`config.mk`:
```
export PLATFORM = sky130hd
export DESIGN_NAME = tgce_regs
export DESIGN_NICKNAME = d
export VERILOG_FILES = /design/src/rtl/core/tgce_pkg.sv /design/src/rtl/core/tgce_regs.sv
export SDC_FILE = /design/constraint.sdc
export NUM_CORES = 1
export LEC_CHECK = 0
export ABC_AREA = 0
export BUFFER_PORTS_ARGS = -buffer_cell sky130_fd_sc_hd__buf_2
export CORE_MARGIN = 5
export CORE_UTILIZATION = 49
export DETAILED_ROUTE_END_ITERATION = 8
export PLACE_DENSITY_LB_ADDON = 0.12
export SLEW_MARGIN = 20
export SYNTH_ARGS = -nofsm -noshare
export SYNTH_HDL_FRONTEND = slang
export SYNTH_SLANG_ARGS = --single-unit
export TNS_END_PERCENT = 50
```
`constraint.sdc`:
```
create_clock -name clk -period 2.05 [get_ports clk]
set_input_delay 0.1025 -clock clk [delete_from_list [all_inputs] [get_ports clk]]
set_output_delay 0.1025 -clock clk [all_outputs]
set_load 0.05 [all_outputs]
```
`src/rtl/core/tgce_pkg.sv`:
```
// Shared types, command codes and constants of the tilt gesture command encoder.
package tgce_pkg;

	localparam int STEP_W = 5;
	localparam int REG_IDX_W = 3;
	localparam int Z_W = 27;
	localparam logic signed [Z_W-1:0] Z_180 = 27'sd11796480;
	localparam logic [19:0] ONE_MILLION = 20'd1000000;

	localparam logic [7:0] ZONE_NONE = 8'h00;
	localparam logic [7:0] ZONE_FWD = 8'h10;
	localparam logic [7:0] ZONE_BACK = 8'h30;
	localparam logic [7:0] ZONE_FWD_HARD = 8'h18;
	localparam logic [7:0] ZONE_BACK_HARD = 8'h38;
	localparam logic [7:0] FLAG_LEFT = 8'h40;
	localparam logic [7:0] FLAG_RIGHT = 8'h80;
	localparam logic [7:0] FLAG_BUMP = 8'h01;
	localparam logic [7:0] HELD_RESET = 8'h38;

	typedef enum logic [REG_IDX_W-1:0] {
		REG_BLEND = 3'd0,
		REG_SENS = 3'd1,
		REG_DEAD = 3'd2,
		REG_TILT = 3'd3,
		REG_ROLL = 3'd4
	} reg_idx_t;

	typedef struct packed {
		logic [15:0] blend_weight;
		logic [9:0] gyro_sensitivity;
		logic [7:0] dead_zone_deg;
		logic [7:0] tilt_limit_deg;
		logic [7:0] roll_trigger_deg;
	} cfg_t;

	typedef enum logic [3:0] {
		OP_NONE,
		OP_LOAD,
		OP_CINIT,
		OP_CSTEP,
		OP_CEND,
		OP_MUL,
		OP_DINIT,
		OP_DSTEP,
		OP_SUM,
		OP_MIXA,
		OP_MIXB,
		OP_FIN,
		OP_ENC,
		OP_PUBLISH
	} dp_op_t;

	typedef struct packed {
		dp_op_t op;
		logic axis;
		logic [STEP_W-1:0] step;
	} ctl_t;

	typedef enum logic [3:0] {
		ST_IDLE,
		ST_CINIT,
		ST_CSTEP,
		ST_CEND,
		ST_MUL,
		ST_DINIT,
		ST_DIV,
		ST_SUM,
		ST_MIXA,
		ST_MIXB,
		ST_FIN,
		ST_ENC,
		ST_OUT
	} state_t;

	// atan(2^-i) in Q16 degrees
	function automatic logic [22:0] atan_q16(input logic [STEP_W-1:0] i);
		logic [22:0] r;
		case (i)
			5'd0: r = 23'd2949120;
			5'd1: r = 23'd1740967;
			5'd2: r = 23'd919879;
			5'd3: r = 23'd466945;
			5'd4: r = 23'd234379;
			5'd5: r = 23'd117266;
			5'd6: r = 23'd58666;
			5'd7: r = 23'd29335;
			5'd8: r = 23'd14668;
			5'd9: r = 23'd7334;
			5'd10: r = 23'd3667;
			5'd11: r = 23'd1833;
			5'd12: r = 23'd917;
			5'd13: r = 23'd458;
			5'd14: r = 23'd229;
			5'd15: r = 23'd115;
			5'd16: r = 23'd57;
			5'd17: r = 23'd29;
			5'd18: r = 23'd14;
			5'd19: r = 23'd7;
			5'd20: r = 23'd4;
			5'd21: r = 23'd2;
			5'd22: r = 23'd1;
			default: r = 23'd0;
		endcase
		return r;
	endfunction

endpackage

```
`src/rtl/core/tgce_regs.sv`:
```
// APB configuration register file.
module tgce_regs (
	input logic clk,
	input logic arst_n,
	input logic psel,
	input logic penable,
	input logic pwrite,
	input logic [4:0] paddr,
	input logic [31:0] pwdata,
	output logic [31:0] prdata,
	output logic pready,
	output tgce_pkg::cfg_t cfg
);
	tgce_pkg::cfg_t cfg_q;
	tgce_pkg::reg_idx_t idx;

	assign idx = tgce_pkg::reg_idx_t'(paddr[4:2]);
	assign pready = 1'b1;
	assign cfg = cfg_q;

	always_ff @(posedge clk or negedge arst_n) begin
		if (!arst_n) begin
			cfg_q.blend_weight <= 16'd64881;
			cfg_q.gyro_sensitivity <= 10'd131;
			cfg_q.dead_zone_deg <= 8'd30;
			cfg_q.tilt_limit_deg <= 8'd60;
			cfg_q.roll_trigger_deg <= 8'd60;
		end else if (psel && penable && pwrite) begin
			case (idx)
				tgce_pkg::REG_BLEND: cfg_q.blend_weight <= pwdata[15:0];
				tgce_pkg::REG_SENS: cfg_q.gyro_sensitivity <= pwdata[9:0];
				tgce_pkg::REG_DEAD: cfg_q.dead_zone_deg <= pwdata[7:0];
				tgce_pkg::REG_TILT: cfg_q.tilt_limit_deg <= pwdata[7:0];
				tgce_pkg::REG_ROLL: cfg_q.roll_trigger_deg <= pwdata[7:0];
				default: ;
			endcase
		end
	end

	always_comb begin
		case (idx)
			tgce_pkg::REG_BLEND: prdata = {16'd0, cfg_q.blend_weight};
			tgce_pkg::REG_SENS: prdata = {22'd0, cfg_q.gyro_sensitivity};
			tgce_pkg::REG_DEAD: prdata = {24'd0, cfg_q.dead_zone_deg};
			tgce_pkg::REG_TILT: prdata = {24'd0, cfg_q.tilt_limit_deg};
			tgce_pkg::REG_ROLL: prdata = {24'd0, cfg_q.roll_trigger_deg};
			default: prdata = 32'd0;
		endcase
	end
endmodule

```
After elaboration in Yosys (flattened, before gate mapping)

Cells that the tools add are included.

Add/subtract/negate cells: 0
Multiply operators: 0
Divide/modulo/power cells: 0
Magnitude comparators: 0
Eq/ne operators: 4
Shift operators: 0
Multiplexer cells: 1
Bitwise logic cells: 0
Reductions and logical operators: 8

Operators by type and width:

| cell                                                            | number |
|---|---|
| 16-bit one-hot mux with 5 select lines                          | 1 |
| 2-bit AND reduction                                             | 5 |
| 3-bit by 2-bit == test with 1-bit output, second input constant | 2 |
| 3-bit by 1-bit == test with 1-bit output, second input constant | 1 |
| 3-bit == test, second input constant                            | 1 |
| 3-bit logical NOT                                               | 1 |
| 1-bit logical AND                                               | 2 |

Flip-flop bits (word level): 50
Bits in latches: 0
RAM bits: 0
ROM bits: 0
Input port bits: 42
Output and inout bits: 83
Logic and storage cells: 18
Memories: 0

Logic depth before layout (Yosys ltp)

Word-level depth: 3
Mapped depth: 6
Gate-level depth less buffers: 3

Worst setup path after synthesis

OpenSTA, ideal clock, no wires.

Kind: input -> output
Start point: input port paddr[3]
End point: output port prdata[1]
Data arrival time: 1.972 ns
Data required time: 1.947 ns
Slack: -0.025 ns
Cell stages on the path: 5
Buffers on the path: 2
Path through: clkbuf_1 -> and2b_1 -> clkbuf_1 -> a2bb2oi_1 -> o21ai_0

Longest elaborated chain between the ends: 2

RTL lines:

| item                                        | RTL line        | text |
|---|---|---|
| from (decl)                                 | tgce_regs.sv:8  | `input logic [4:0] paddr,` |
| 3-bit == test, or another cell as far along | tgce_regs.sv:41 | `case (idx)` |
| 16-bit one-hot mux with 5 select lines (*)  | tgce_regs.sv:41 |  |
| to (decl)                                   | tgce_regs.sv:10 | `output logic [31:0] prdata,` |

Every way passes the cells marked *; elsewhere a longest branch is shown, timed or not.

Worst setup path after layout

Start point: input port paddr[2]
End point: output port prdata[0]

The elaborated chain is that of the path after synthesis.

==> reports/summary.txt <==
===========================================================================================
Status                                                                            completed
Maximum clock frequency                                                           0.625 GHz
Via count of the first global-routing pass                                             1863
CP Max Fanout                                                                            16
Number of design-rule violations left by the first detailed-router iteration             88
Post-synthesis async set-or-reset flop share                                           1.00
Count of clock tree sinks                                                                50
Pin count of the biggest net entering global routing                                     51
Tmin final                                                                          1.60 ns
Total power per unit cell area                                                 1150 mW/mm^2
Count of filler cells inserted in the layout                                            435
Final non-filler cell area                                                     0.00314 sq mm
CP required                                                                         1.95 ns
Most used DFF post-synth                                                            dfstp_2
Global-route usage over all layers                                                    0.191
Final net count                                                                         324
Post-synthesis sequential element count                                                  50
Number of core rows                                                                      26
Arrival time at the worst endpoint                                                  1.50 ns
Top cells by area, synth                                                       dfstp_2, dfrtp_1, mux2_2
Total congestion overflow                                                                 0
Flip-flop count of the largest register after layout                                     50
Number of enable flip-flop cells after synthesis                                          0
Port bufs                                                                                89
Worst min-delay path class                                                     input pin to register
Worst path slowest cell                                                             and2b_1
Count of cell instances traversed by the critical path                                    5
# resized after CTS                                                                       0
Floorplan die width                                                                 82.0 um
Final period util                                                                     0.780
Area of the core                                                               0.00507 sq mm
Number of DRC violations after detailed routing                                           0
Setup-failing EPs final                                                                   0
Most common cell in the netlist                                                      mux2_2
Number of nets with antenna violations after detailed routing                             0
Via density per instance                                                               5.16
Count of final max-slew check failures                                                    0
Multiplexer share of the synthesized area                                             0.280
Worst path top cell family by delay                                            buffers and inverters
Non-Filler Instances                                                                    352
List of most frequent post-synthesis cells                                     mux2_2, dfstp_2, dfrtp_1, buf_4, mux2_4
Simple-Gate Fraction of Synth Area                                                   0.0655
Wire length of the first global-routing pass                                        9450 um
Worst setup skew after layout                                                          0 ns
Area growth syn-to-layout                                                             23.5%
Placed instance area                                                           0.00302 sq mm
Setup TNS                                                                              0 ns
Clock tree root driver cell                                                        clkbuf_8
CP Buf/Inv Count                                                                          2
Buffers from clock root to sink, at most                                                  2
Crit Path Class                                                                input pin to output pin
Wire length after detailed routing                                                  6190 um
Clock insertion delay at the later pin of the skew report                           0.30 ns
Synth cell types                                                                         30
Cell Area, Synth                                                               0.00254 sq mm
Category of the worst setup path capture point                                   output pin
Final weighted congestion in routability-driven placement                             0.793
Top-area cell type share of the netlist area                                          0.269
Initial DRT Pass Iterations                                                               4
Half-perimeter wire length of the detailed placement result                         4480 um
Clk slew on worst S/H paths                                                         0.09 ns
Unrepaired setup endpoints after global routing                                       false
Combinational family with the most area after synthesis                        multiplexers
CTS tree                                                                               done
Maxcap violations                                                                         0
Post-layout power                                                                   3.62 mW
Antenna violations before repair                                                          0
Per-cell routed wire length                                                         17.6 um
Final Hold Viols                                                                          0
Max-slew headroom                                                                     0.578
Ordered list of cells on the worst path                                        buf_2, and2b_1, a22oi_1, o21ai_0, buf_2
Depth of the worst hold-timing path                                                       2
Inserted Clock Buffers                                                                    5
Die area                                                                       0.00673 sq mm
Placed cell count                                                                       344
Die span in y                                                                       82.0 um
Starting density of the core                                                          0.501
Gate Count Post-Synth                                                                   186
Register area share after synthesis                                                   0.505
Max rail drop VDD                                                                  0.525 mV
CTS H-tree depth                                                                          2
Number of placed I/O pins                                                               125
Total number of vias                                                                   1815
Pleak                                                                               1.58 nW
Compound-Gate Fraction of Synth Area                                                 0.0675
Diodes inserted                                                                           0
Cell mode on critical path                                                            buf_2
Post-Synth XOR/XNOR Area                                                                  0
Cell taking the most area after synthesis                                           dfstp_2
Slew at the pin closest to its max-slew limit                                      0.633 ns
Worst r2r path cells                                                                      1
Largest stage delay on the critical path                                            0.43 ns
Fraction of final layout cells with drive strength greater than 1                     0.695
Area share of fa/ha/maj cells after synthesis                                             0
Critical path startpoint category                                                 input pin
Average size of a mapped cell                                                    13.7 sq um
Number of warning messages in the yosys log                                               0
===========================================================================================
==> layout by cell type, fill, tap and decap left out, types with 2 or more instances in the layout <==
cell and instances:
a22oi_1 7, a32oi_1 8, and2_1 6, and2b_1 2, buf_2 89, buf_4 11, clkbuf_8 6, conb_1 17
dfrtp_1 24, dfstp_2 26, mux2_2 48, mux2_4 10, mux2i_1 2, nand2_1 2, nor3_1 3, o21ai_0 7
==> area by class of cell <==
class	instances	area, sq um	area share
repair buffers	101	538	0.171
multi-input cells	123	1110	0.354
inverters	1	3.75	0.00120
well taps	70	87.6	0.0279
clock inverters	1	30.0	0.00957
flip-flops and latches	50	1280	0.409
clock buffers	6	82.6	0.0263
==> final timing paths <==
path / startpoint / end / slack (ns)
max: paddr[2] / prdata[0] / 0.45
min: pwdata[15] / cfg[49] / 0.03
max reg2reg: cfg[43] / cfg[43] / 1.26
min reg2reg: cfg[14] / cfg[14] / 0.54
max in group asynchronous: arst_n / cfg[29] / 1.18
min in group asynchronous: arst_n / cfg[8] / 0.44
==> routing by layer <==
layer / wire [um] / share of wire / up-vias / track usage
met4: 64 / 0.010 / 0 / 0.0615
met3: 590 / 0.095 / 7 / 0.0526
li1: - / - / 836 / -
met1: 2560 / 0.41 / 883 / 0.237
met5: 0 / 0 / - / 0
met2: 2980 / 0.48 / 89 / 0.323
==> where the power goes <==
part           internal [mW]  switching [mW]  total (mW)  leakage [nW]
clock                  0.391           0.315       0.706        0.0573
combinational          0.397            1.12        1.52         0.943
sequential              1.25           0.141        1.39         0.578
==> through the flow <==
step	util	hold WS [ns]	worst slack, ns
finish	0.618	0.0293	0.450
global route	0.618	0.0219	0.332
CTS	0.618	0.0210	0.468
detailed placement	0.594	0.252	0.368
global placement	0.594	0.253	0.357
floorplan	-	-0.193	0.0270
==> cell families after synthesis <==
group / Yosys count
buffers and inverters: 28
AND/OR/NAND/NOR: 22
multiplexers: 60
AO/OA/AOI/OAI: 24
flip-flops: 50
other: 2
==> repair_timing <==
action                    4_1_cts  5_1_grt
hold buffers                    1        0
setup buffers                   0        0
hold endpoints to repair       24        0
Power figures use the tool's default switching activity.
