--- config.mk ---
export PLATFORM = sky130hd
export DESIGN_NAME = tgce_ctrl
export DESIGN_NICKNAME = d
export VERILOG_FILES = /design/src/rtl/core/tgce_pkg.sv /design/src/rtl/core/tgce_ctrl.sv
export SDC_FILE = /design/constraint.sdc
export NUM_CORES = 1
export LEC_CHECK = 0
export ABC_AREA = 1
export BUFFER_PORTS_ARGS = -buffer_cell sky130_fd_sc_hd__buf_4
export CORE_MARGIN = 10
export CORE_UTILIZATION = 40
export CTS_CLUSTER_DIAMETER = 40
export CTS_CLUSTER_SIZE = 14
export DETAILED_ROUTE_END_ITERATION = 10
export PLACE_DENSITY = 0.72
export SYNTH_ARGS = -nofsm -noshare
export SYNTH_HDL_FRONTEND = slang
export SYNTH_SLANG_ARGS = --single-unit
export TNS_END_PERCENT = 1
--- constraint.sdc ---
create_clock -name clk -period 1.4 [get_ports clk]
set_input_delay 0.21 -clock clk [delete_from_list [all_inputs] [get_ports clk]]
set_output_delay 0.21 -clock clk [all_outputs]
set_load 0.005 [all_outputs]
--- src/rtl/core/tgce_pkg.sv ---
// Shared types, command codes and constants of the tilt gesture command encoder.
package tgce_pkg;

	localparam int STEP_W = 5;
	localparam int REG_IDX_W = 3;
	localparam int Z_W = 27;
	localparam logic signed [Z_W-1:0] Z_180 = 27'sd11796480;
	localparam logic [19:0] ONE_MILLION = 20'd1000000;

	localparam logic [7:0] ZONE_NONE = 8'h00;
	localparam logic [7:0] ZONE_FWD = 8'h10;
	localparam logic [7:0] ZONE_BACK = 8'h30;
	localparam logic [7:0] ZONE_FWD_HARD = 8'h18;
	localparam logic [7:0] ZONE_BACK_HARD = 8'h38;
	localparam logic [7:0] FLAG_LEFT = 8'h40;
	localparam logic [7:0] FLAG_RIGHT = 8'h80;
	localparam logic [7:0] FLAG_BUMP = 8'h01;
	localparam logic [7:0] HELD_RESET = 8'h38;

	typedef enum logic [REG_IDX_W-1:0] {
		REG_BLEND = 3'd0,
		REG_SENS = 3'd1,
		REG_DEAD = 3'd2,
		REG_TILT = 3'd3,
		REG_ROLL = 3'd4
	} reg_idx_t;

	typedef struct packed {
		logic [15:0] blend_weight;
		logic [9:0] gyro_sensitivity;
		logic [7:0] dead_zone_deg;
		logic [7:0] tilt_limit_deg;
		logic [7:0] roll_trigger_deg;
	} cfg_t;

	typedef enum logic [3:0] {
		OP_NONE,
		OP_LOAD,
		OP_CINIT,
		OP_CSTEP,
		OP_CEND,
		OP_MUL,
		OP_DINIT,
		OP_DSTEP,
		OP_SUM,
		OP_MIXA,
		OP_MIXB,
		OP_FIN,
		OP_ENC,
		OP_PUBLISH
	} dp_op_t;

	typedef struct packed {
		dp_op_t op;
		logic axis;
		logic [STEP_W-1:0] step;
	} ctl_t;

	typedef enum logic [3:0] {
		ST_IDLE,
		ST_CINIT,
		ST_CSTEP,
		ST_CEND,
		ST_MUL,
		ST_DINIT,
		ST_DIV,
		ST_SUM,
		ST_MIXA,
		ST_MIXB,
		ST_FIN,
		ST_ENC,
		ST_OUT
	} state_t;

	// atan(2^-i) in Q16 degrees
	function automatic logic [22:0] atan_q16(input logic [STEP_W-1:0] i);
		logic [22:0] r;
		case (i)
			5'd0: r = 23'd2949120;
			5'd1: r = 23'd1740967;
			5'd2: r = 23'd919879;
			5'd3: r = 23'd466945;
			5'd4: r = 23'd234379;
			5'd5: r = 23'd117266;
			5'd6: r = 23'd58666;
			5'd7: r = 23'd29335;
			5'd8: r = 23'd14668;
			5'd9: r = 23'd7334;
			5'd10: r = 23'd3667;
			5'd11: r = 23'd1833;
			5'd12: r = 23'd917;
			5'd13: r = 23'd458;
			5'd14: r = 23'd229;
			5'd15: r = 23'd115;
			5'd16: r = 23'd57;
			5'd17: r = 23'd29;
			5'd18: r = 23'd14;
			5'd19: r = 23'd7;
			5'd20: r = 23'd4;
			5'd21: r = 23'd2;
			5'd22: r = 23'd1;
			default: r = 23'd0;
		endcase
		return r;
	endfunction

endpackage

--- src/rtl/core/tgce_ctrl.sv ---
// Sequencing state machine: CORDIC passes, blend steps, encode and result hand-off.
module tgce_ctrl #(
	parameter int CORDIC_STEPS = 16,
	parameter int DIV_STEPS = 21
) (
	input logic clk,
	input logic arst_n,
	input logic in_valid,
	output logic in_ready,
	output logic res_valid,
	input logic res_ready,
	output tgce_pkg::ctl_t ctl
);
	tgce_pkg::state_t st_q, st_n;
	logic [tgce_pkg::STEP_W-1:0] cnt_q;
	logic axis_q;
	logic res_valid_q;
	logic publish;
	logic in_fire;

	assign in_ready = (st_q == tgce_pkg::ST_IDLE);
	assign in_fire = in_valid && in_ready;
	assign publish = (st_q == tgce_pkg::ST_OUT) && (!res_valid_q || res_ready);
	assign res_valid = res_valid_q;

	always_comb begin
		st_n = st_q;
		case (st_q)
			tgce_pkg::ST_IDLE: if (in_valid) st_n = tgce_pkg::ST_CINIT;
			tgce_pkg::ST_CINIT: st_n = tgce_pkg::ST_CSTEP;
			tgce_pkg::ST_CSTEP:
				if (cnt_q == tgce_pkg::STEP_W'(CORDIC_STEPS - 1)) st_n = tgce_pkg::ST_CEND;
			tgce_pkg::ST_CEND: st_n = axis_q ? tgce_pkg::ST_MUL : tgce_pkg::ST_CINIT;
			tgce_pkg::ST_MUL: st_n = tgce_pkg::ST_DINIT;
			tgce_pkg::ST_DINIT: st_n = tgce_pkg::ST_DIV;
			tgce_pkg::ST_DIV:
				if (cnt_q == tgce_pkg::STEP_W'(DIV_STEPS - 1)) st_n = tgce_pkg::ST_SUM;
			tgce_pkg::ST_SUM: st_n = tgce_pkg::ST_MIXA;
			tgce_pkg::ST_MIXA: st_n = tgce_pkg::ST_MIXB;
			tgce_pkg::ST_MIXB: st_n = tgce_pkg::ST_FIN;
			tgce_pkg::ST_FIN: st_n = axis_q ? tgce_pkg::ST_ENC : tgce_pkg::ST_MUL;
			tgce_pkg::ST_ENC: st_n = tgce_pkg::ST_OUT;
			tgce_pkg::ST_OUT: if (publish) st_n = tgce_pkg::ST_IDLE;
			default: st_n = tgce_pkg::ST_IDLE;
		endcase
	end

	always_comb begin
		ctl.axis = axis_q;
		ctl.step = cnt_q;
		case (st_q)
			tgce_pkg::ST_IDLE: ctl.op = in_valid ? tgce_pkg::OP_LOAD : tgce_pkg::OP_NONE;
			tgce_pkg::ST_CINIT: ctl.op = tgce_pkg::OP_CINIT;
			tgce_pkg::ST_CSTEP: ctl.op = tgce_pkg::OP_CSTEP;
			tgce_pkg::ST_CEND: ctl.op = tgce_pkg::OP_CEND;
			tgce_pkg::ST_MUL: ctl.op = tgce_pkg::OP_MUL;
			tgce_pkg::ST_DINIT: ctl.op = tgce_pkg::OP_DINIT;
			tgce_pkg::ST_DIV: ctl.op = tgce_pkg::OP_DSTEP;
			tgce_pkg::ST_SUM: ctl.op = tgce_pkg::OP_SUM;
			tgce_pkg::ST_MIXA: ctl.op = tgce_pkg::OP_MIXA;
			tgce_pkg::ST_MIXB: ctl.op = tgce_pkg::OP_MIXB;
			tgce_pkg::ST_FIN: ctl.op = tgce_pkg::OP_FIN;
			tgce_pkg::ST_ENC: ctl.op = tgce_pkg::OP_ENC;
			tgce_pkg::ST_OUT: ctl.op = publish ? tgce_pkg::OP_PUBLISH : tgce_pkg::OP_NONE;
			default: ctl.op = tgce_pkg::OP_NONE;
		endcase
	end

	always_ff @(posedge clk or negedge arst_n) begin
		if (!arst_n) begin
			st_q <= tgce_pkg::ST_IDLE;
			cnt_q <= '0;
			axis_q <= 1'b0;
			res_valid_q <= 1'b0;
		end else begin
			st_q <= st_n;
			if ((st_q == tgce_pkg::ST_CSTEP || st_q == tgce_pkg::ST_DIV) && st_n == st_q)
				cnt_q <= cnt_q + 1'b1;
			else
				cnt_q <= '0;
			if (st_q == tgce_pkg::ST_CEND || st_q == tgce_pkg::ST_FIN)
				axis_q <= !axis_q;
			if (publish)
				res_valid_q <= 1'b1;
			else if (res_ready)
				res_valid_q <= 1'b0;
		end
	end

	a_accept_starts: assert property (@(posedge clk) disable iff (!arst_n)
		in_fire |=> st_q == tgce_pkg::ST_CINIT)
		else $error("accepted request did not start the roll CORDIC pass");
	a_cordic_bound: assert property (@(posedge clk) disable iff (!arst_n)
		st_q == tgce_pkg::ST_CSTEP |-> cnt_q < tgce_pkg::STEP_W'(CORDIC_STEPS))
		else $error("CORDIC iteration count overran");
	a_valid_from_out: assert property (@(posedge clk) disable iff (!arst_n)
		$rose(res_valid_q) |-> $past(st_q == tgce_pkg::ST_OUT))
		else $error("result raised outside the hand-off state");
endmodule

-- After elaboration in Yosys (flattened, before gate mapping)
Index checks and enable logic that the tools add are counted.
W data, S select, Z words.
- register bits after elaboration: 11
- bits in latches: 0
- memory bits (writable): 0
- ROM bits: 0
- input port bits: 4
- logic and storage cells: 42
- memories kept: 0
- $add $sub $neg: 1
- multipliers: 0
- div/mod/pow operators: 0
- order comparisons: 0
- equal/unequal tests: 15
- shift-type cells: 0
- multiplexer cells: 13
- bitwise logic cells: 0
- reduce and logical (&&, ||, !) cells: 9
- operators with widths (operator ; number):
    $pmux W4 S13 ; 2
    $mux W4 ; 6
    $eq A4 B4 Y1 const B ; 5
    $eq A4 B3 Y1 const B ; 4
    $eq A4 B2 Y1 const B ; 2
    $add A5 B1 Y5 const B ; 1
    $eq A5 B4 Y1 const B ; 1
    $eq A5 B5 Y1 const B ; 1
    $mux W5 ; 1
    $eq A4 B1 Y1 const B ; 1
    $eq A4 B4 Y1 ; 1
    $logic_not A4 Y1 ; 1
    $logic_or A1 B1 Y1 ; 3
    $mux W1 ; 3
    $mux W3 ; 1
    $logic_and A1 B1 Y1 ; 2
    $logic_not A1 Y1 ; 2
    $reduce_bool A2 Y1 ; 1

-- Logic depth before layout (Yosys ltp)
- depth in word-level cells: 8
- mapped depth: 9

-- Worst setup path before layout
Ideal clock, no wire load.
- kind: reg-to-reg
- from: register cnt_q[0] (netlist bit)
- to: register cnt_q[0] (netlist bit)
- arrival time: 1.393 ns
- setup slack: -0.067 ns
- stages on the path, launching flop included: 10
- path buffers: 0
- period minus slack after synthesis: 1.467 ns
- path through: dfrtp_1 -> ha_1 -> nand2_1 -> nor2_1 -> ha_1 -> nand3_1 -> nand3_2 -> nor2_2 -> nand4_2 -> nor2_1
- word-level cells in the longest chain between the ends: 6
- elaborated cells on any way between the ends: 9
- classes of those cells: add/sub: 1; eq/ne: 3; mux: 4; reduce/logical: 1
- ends and longest elaborated chain (what ; RTL line ; RTL):
    start, declared ; tgce_ctrl.sv:15 ; logic [tgce_pkg::STEP_W-1:0] cnt_q;
    start signal, assigned ; tgce_ctrl.sv:78 ; cnt_q <= cnt_q + 1'b1;
    $eq A5 B5 Y1 or $eq A5 B4 Y1 (tied branches) ; tgce_ctrl.sv:37, tgce_ctrl.sv:32 ;
    $mux W4 (on tied branches) ; tgce_ctrl.sv:37, tgce_ctrl.sv:32 ;
    $pmux W4 S13 ; tgce_ctrl.sv:28 ; case (st_q)
    $eq A4 B4 Y1 ; tgce_ctrl.sv:77 ; if ((st_q == tgce_pkg::ST_CSTEP || st_q == tgce_pkg::ST_DIV) && st_n == st_q)
    $logic_and A1 B1 Y1 ; tgce_ctrl.sv:77 ;
    $mux W5 (*) ; tgce_ctrl.sv:77 ;
Every way passes the cells marked *; elsewhere a longest branch is shown, timed or not.
A chain may end at the register's enable or synchronous reset.

==> results.ini <==
[run_status]
outcome=complete, but fails checks
violations=setup timing

[pwr]
p_switching_mw=0.938
vdd_drop_max_mv=0.940
power.share.sequential_pct=27.5
p_per_area_mw_per_mm2=2080
clkPwrFrac_pct=11.0
switching_share_pct=45.4
p_leak_nw=0.509
pwr-share-comb_pct=61.5
intPower_mw=1.13

[critical_path]
start_kind=register
required_ps=1190
ff2ff_setup_slack_ps=-50
worst_ep_arrival_time_ps=1310
r2r_start=cnt_q[0]$_DFF_PN0_
critical_path_class=reg -> out
crit_chain=nor2_4 > nand3_2 > o211ai_1 > buf_4
worstRegToRegCells=9
critPathMaxStageDelay_ps=450
cp-startpoint=st_q[0]$_DFF_PN0_
path_max_fanout=6
cp_slowest_cell=dfrtp_2
timing.rr.end=cnt_q[0]$_DFF_PN0_
cp-end-kind=output pin

[placement]
hpwl_mm=1.43
numPortBuffers=15
gp_congestion=0.940
placed_area_um2=887
dp.cells=139

[clocking]
clock_sinks=11
cts_buffers=3
cts_tree=yes
clockBufferDepth=2
h-tree-depth=1
clock_latency_ps=280
clk_pin_slew_ps=80
cts_root_buffer=clkbuf_4

[sta]
setup_ws_ps=-121
fin_crit_ps=1520
rsz0062_at_grt=yes
fin_crit_sh_pct=109
fmax_mhz=658
finalSetupViolCount=10
skew_ps=1.90
slew_violations=0
tightestPinTransition_ps=264
finalHoldViolCount=0
fin_hold_ws_ps=231
slew_headroom_pct=82.2

[layout]
multi_input_comb_area_um2=390
regArea_um2=280
fin_area_um2=995
drive_gt1_share_pct=44.6
final_core_util_pct=58.2
diodes=0
stdcell_count=146
nets=129
area_growth_pct=40.7
fillers=159

[global_route]
grt_pass1_wl_mm=2.90
grt_use_total_pct=10.3
antenna_found_initial=0
grt_pass1_vias=711
grt_max_degree=12
grt-ovfl-total=0

[synth]
synth_area_per_cell_um2=7.52
ys_ff_latch=11
ys_types=23
ys.warnings.count=0
syn_nets=101
seq_area_frac_synth_pct=38.9
syn_inst=94
mappedNetlistArea_um2=707

[drt]
vias=703
antenna_left=0
first_pass_iters=6
route.detailed.drc=0
via_per_inst=4.82
drt_iter0_drc=11
wl_per_cell_um=12.3
totalWireLength_mm=1.80

[floorplanning]
ios=16
start_util_pct=41.4
dieArea_mm2=0.00385
fp.coreArea_mm2=0.00171
die_h_um=62.0
rows=15
die_w_um=62.0

[run]
maxCapViolations=0

[min_path]
holdPathStages=4
min-delay-start=res_ready
hold_path_class=in -> reg
min_to=res_valid$_DFFE_PN0P_

[cell usage in the layout, fill, tap and decap left out, types with 2 or more instances in the layout]
cell type	count
buf_4	23
nand2_1	17
inv_1	15
nor2_1	10
dfrtp_1	7
nor2_2	5
nand2_2	4
nand3_2	4
inv_2	4
o211ai_1	4
dfrtp_2	4
clkbuf_4	3
nor2_4	2
a21oi_1	2
nand3_1	2
ha_2	2
[power groups by stage]
stage / Sequential [mW] / Clock, mW / Combinational (mW)
6_report: 0.568 / 0.227 / 1.27
5_1_grt: 0.586 / 0.242 / 1.42
4_1_cts: 0.560 / 0.230 / 1.23
3_5_place_dp: 0.544 / 0 / 1.10
3_3_place_gp: 0.538 / 0 / 1.08
2_1_floorplan: 0.518 / 0 / 0.666
[critical path: cells and delay by family (launching register included)]
family                 cells  cell delay (ps)
AOI/OAI and AO/OA          1              110
buffers and inverters      1              150
DFF                        1              450
and+or+nand+nor            2              310
[cell families (layout without fill, tap and decap cells)]
group           after synthesis  count (layout)  synth area share [%]
buf+inv                      21              48                  12.7
simple gates                 46              46                  30.3
flops                        11              11                  38.9
compound gates               11              11                  10.3
xor+xnor                      2               2                  2.48
fa+ha+maj                     3               3                  5.31
[final cells by class]
cell class	count	share of cell area, %
Clock buffer	3	2.26
Clock inverter	1	0.503
Inverter	19	7.17
Multi-Input combinational cell	62	39.2
Sequential cell	11	28.2
Tap cell	25	3.14
Timing Repair Buffer	25	19.5
[timing repair]
item,in CTS,in global routing
pin swaps,2,1
endpoints found under the setup margin,11,12
endpoints found under the hold margin,11,0
hold buffers,1,0
buffers inserted,2,0
gates resized for setup,10,7
[through the flow]
stage	setup TNS (ps)	setup slack (ps)	total power, mW
floorplan	0	1.03	1.18
global placement	-48.4	-17.6	1.62
detailed placement	-583	-141	1.64
CTS	-836	-120	2.02
global route	-1770	-207	2.25
finish	-617	-121	2.06
[worst max path at each step]
stage,end,slack (ps)
2_1_floorplan,cnt_q[0]$_DFF_PN0_,1
3_3_place_gp,cnt_q[1]$_DFF_PN0_,-20
3_5_place_dp,cnt_q[0]$_DFF_PN0_,-140
4_1_cts,ctl[6],-120
5_1_grt,ctl[8],-210
6_report,ctl[8],-120
[registers in the layout, summed over array words and instances, names as in the netlist]
signal,flops
cnt_q,5
st_q,4
axis_q,1
res_valid,1
[Yosys cell counts]
cell type / number / area [um^2]
nor2_1: 14 / 52.6
a21oi_1: 2 / 10.0
nand4_1: 1 / 6.26
o22ai_1: 1 / 6.26
o211ai_1: 4 / 30.0
xnor2_1: 1 / 8.76
nand3_1: 4 / 20.0
inv_1: 15 / 56.3
o21bai_1: 1 / 7.51
o31ai_1: 1 / 7.51
xor2_1: 1 / 8.76
buf_4: 1 / 7.51
buf_6: 1 / 11.3
nor2_2: 3 / 18.8
nand4_2: 1 / 12.5
inv_2: 4 / 15.0
a31oi_1: 1 / 6.26
nand2_2: 2 / 12.5
ha_1: 3 / 37.5
dfrtp_1: 11 / 275
nand3_2: 2 / 20.0
o21ai_0: 1 / 5.00
nand2_1: 19 / 71.3
[layer usage]
layer | part of all wire [%] | global-route usage, %
met4 | 1.4 | 6.05
met5 | 0 | 0
met2 | 48 | 18.6
met1 | 40 | 10.2
met3 | 9.7 | 3.05
Power figures use the tool's default switching activity.
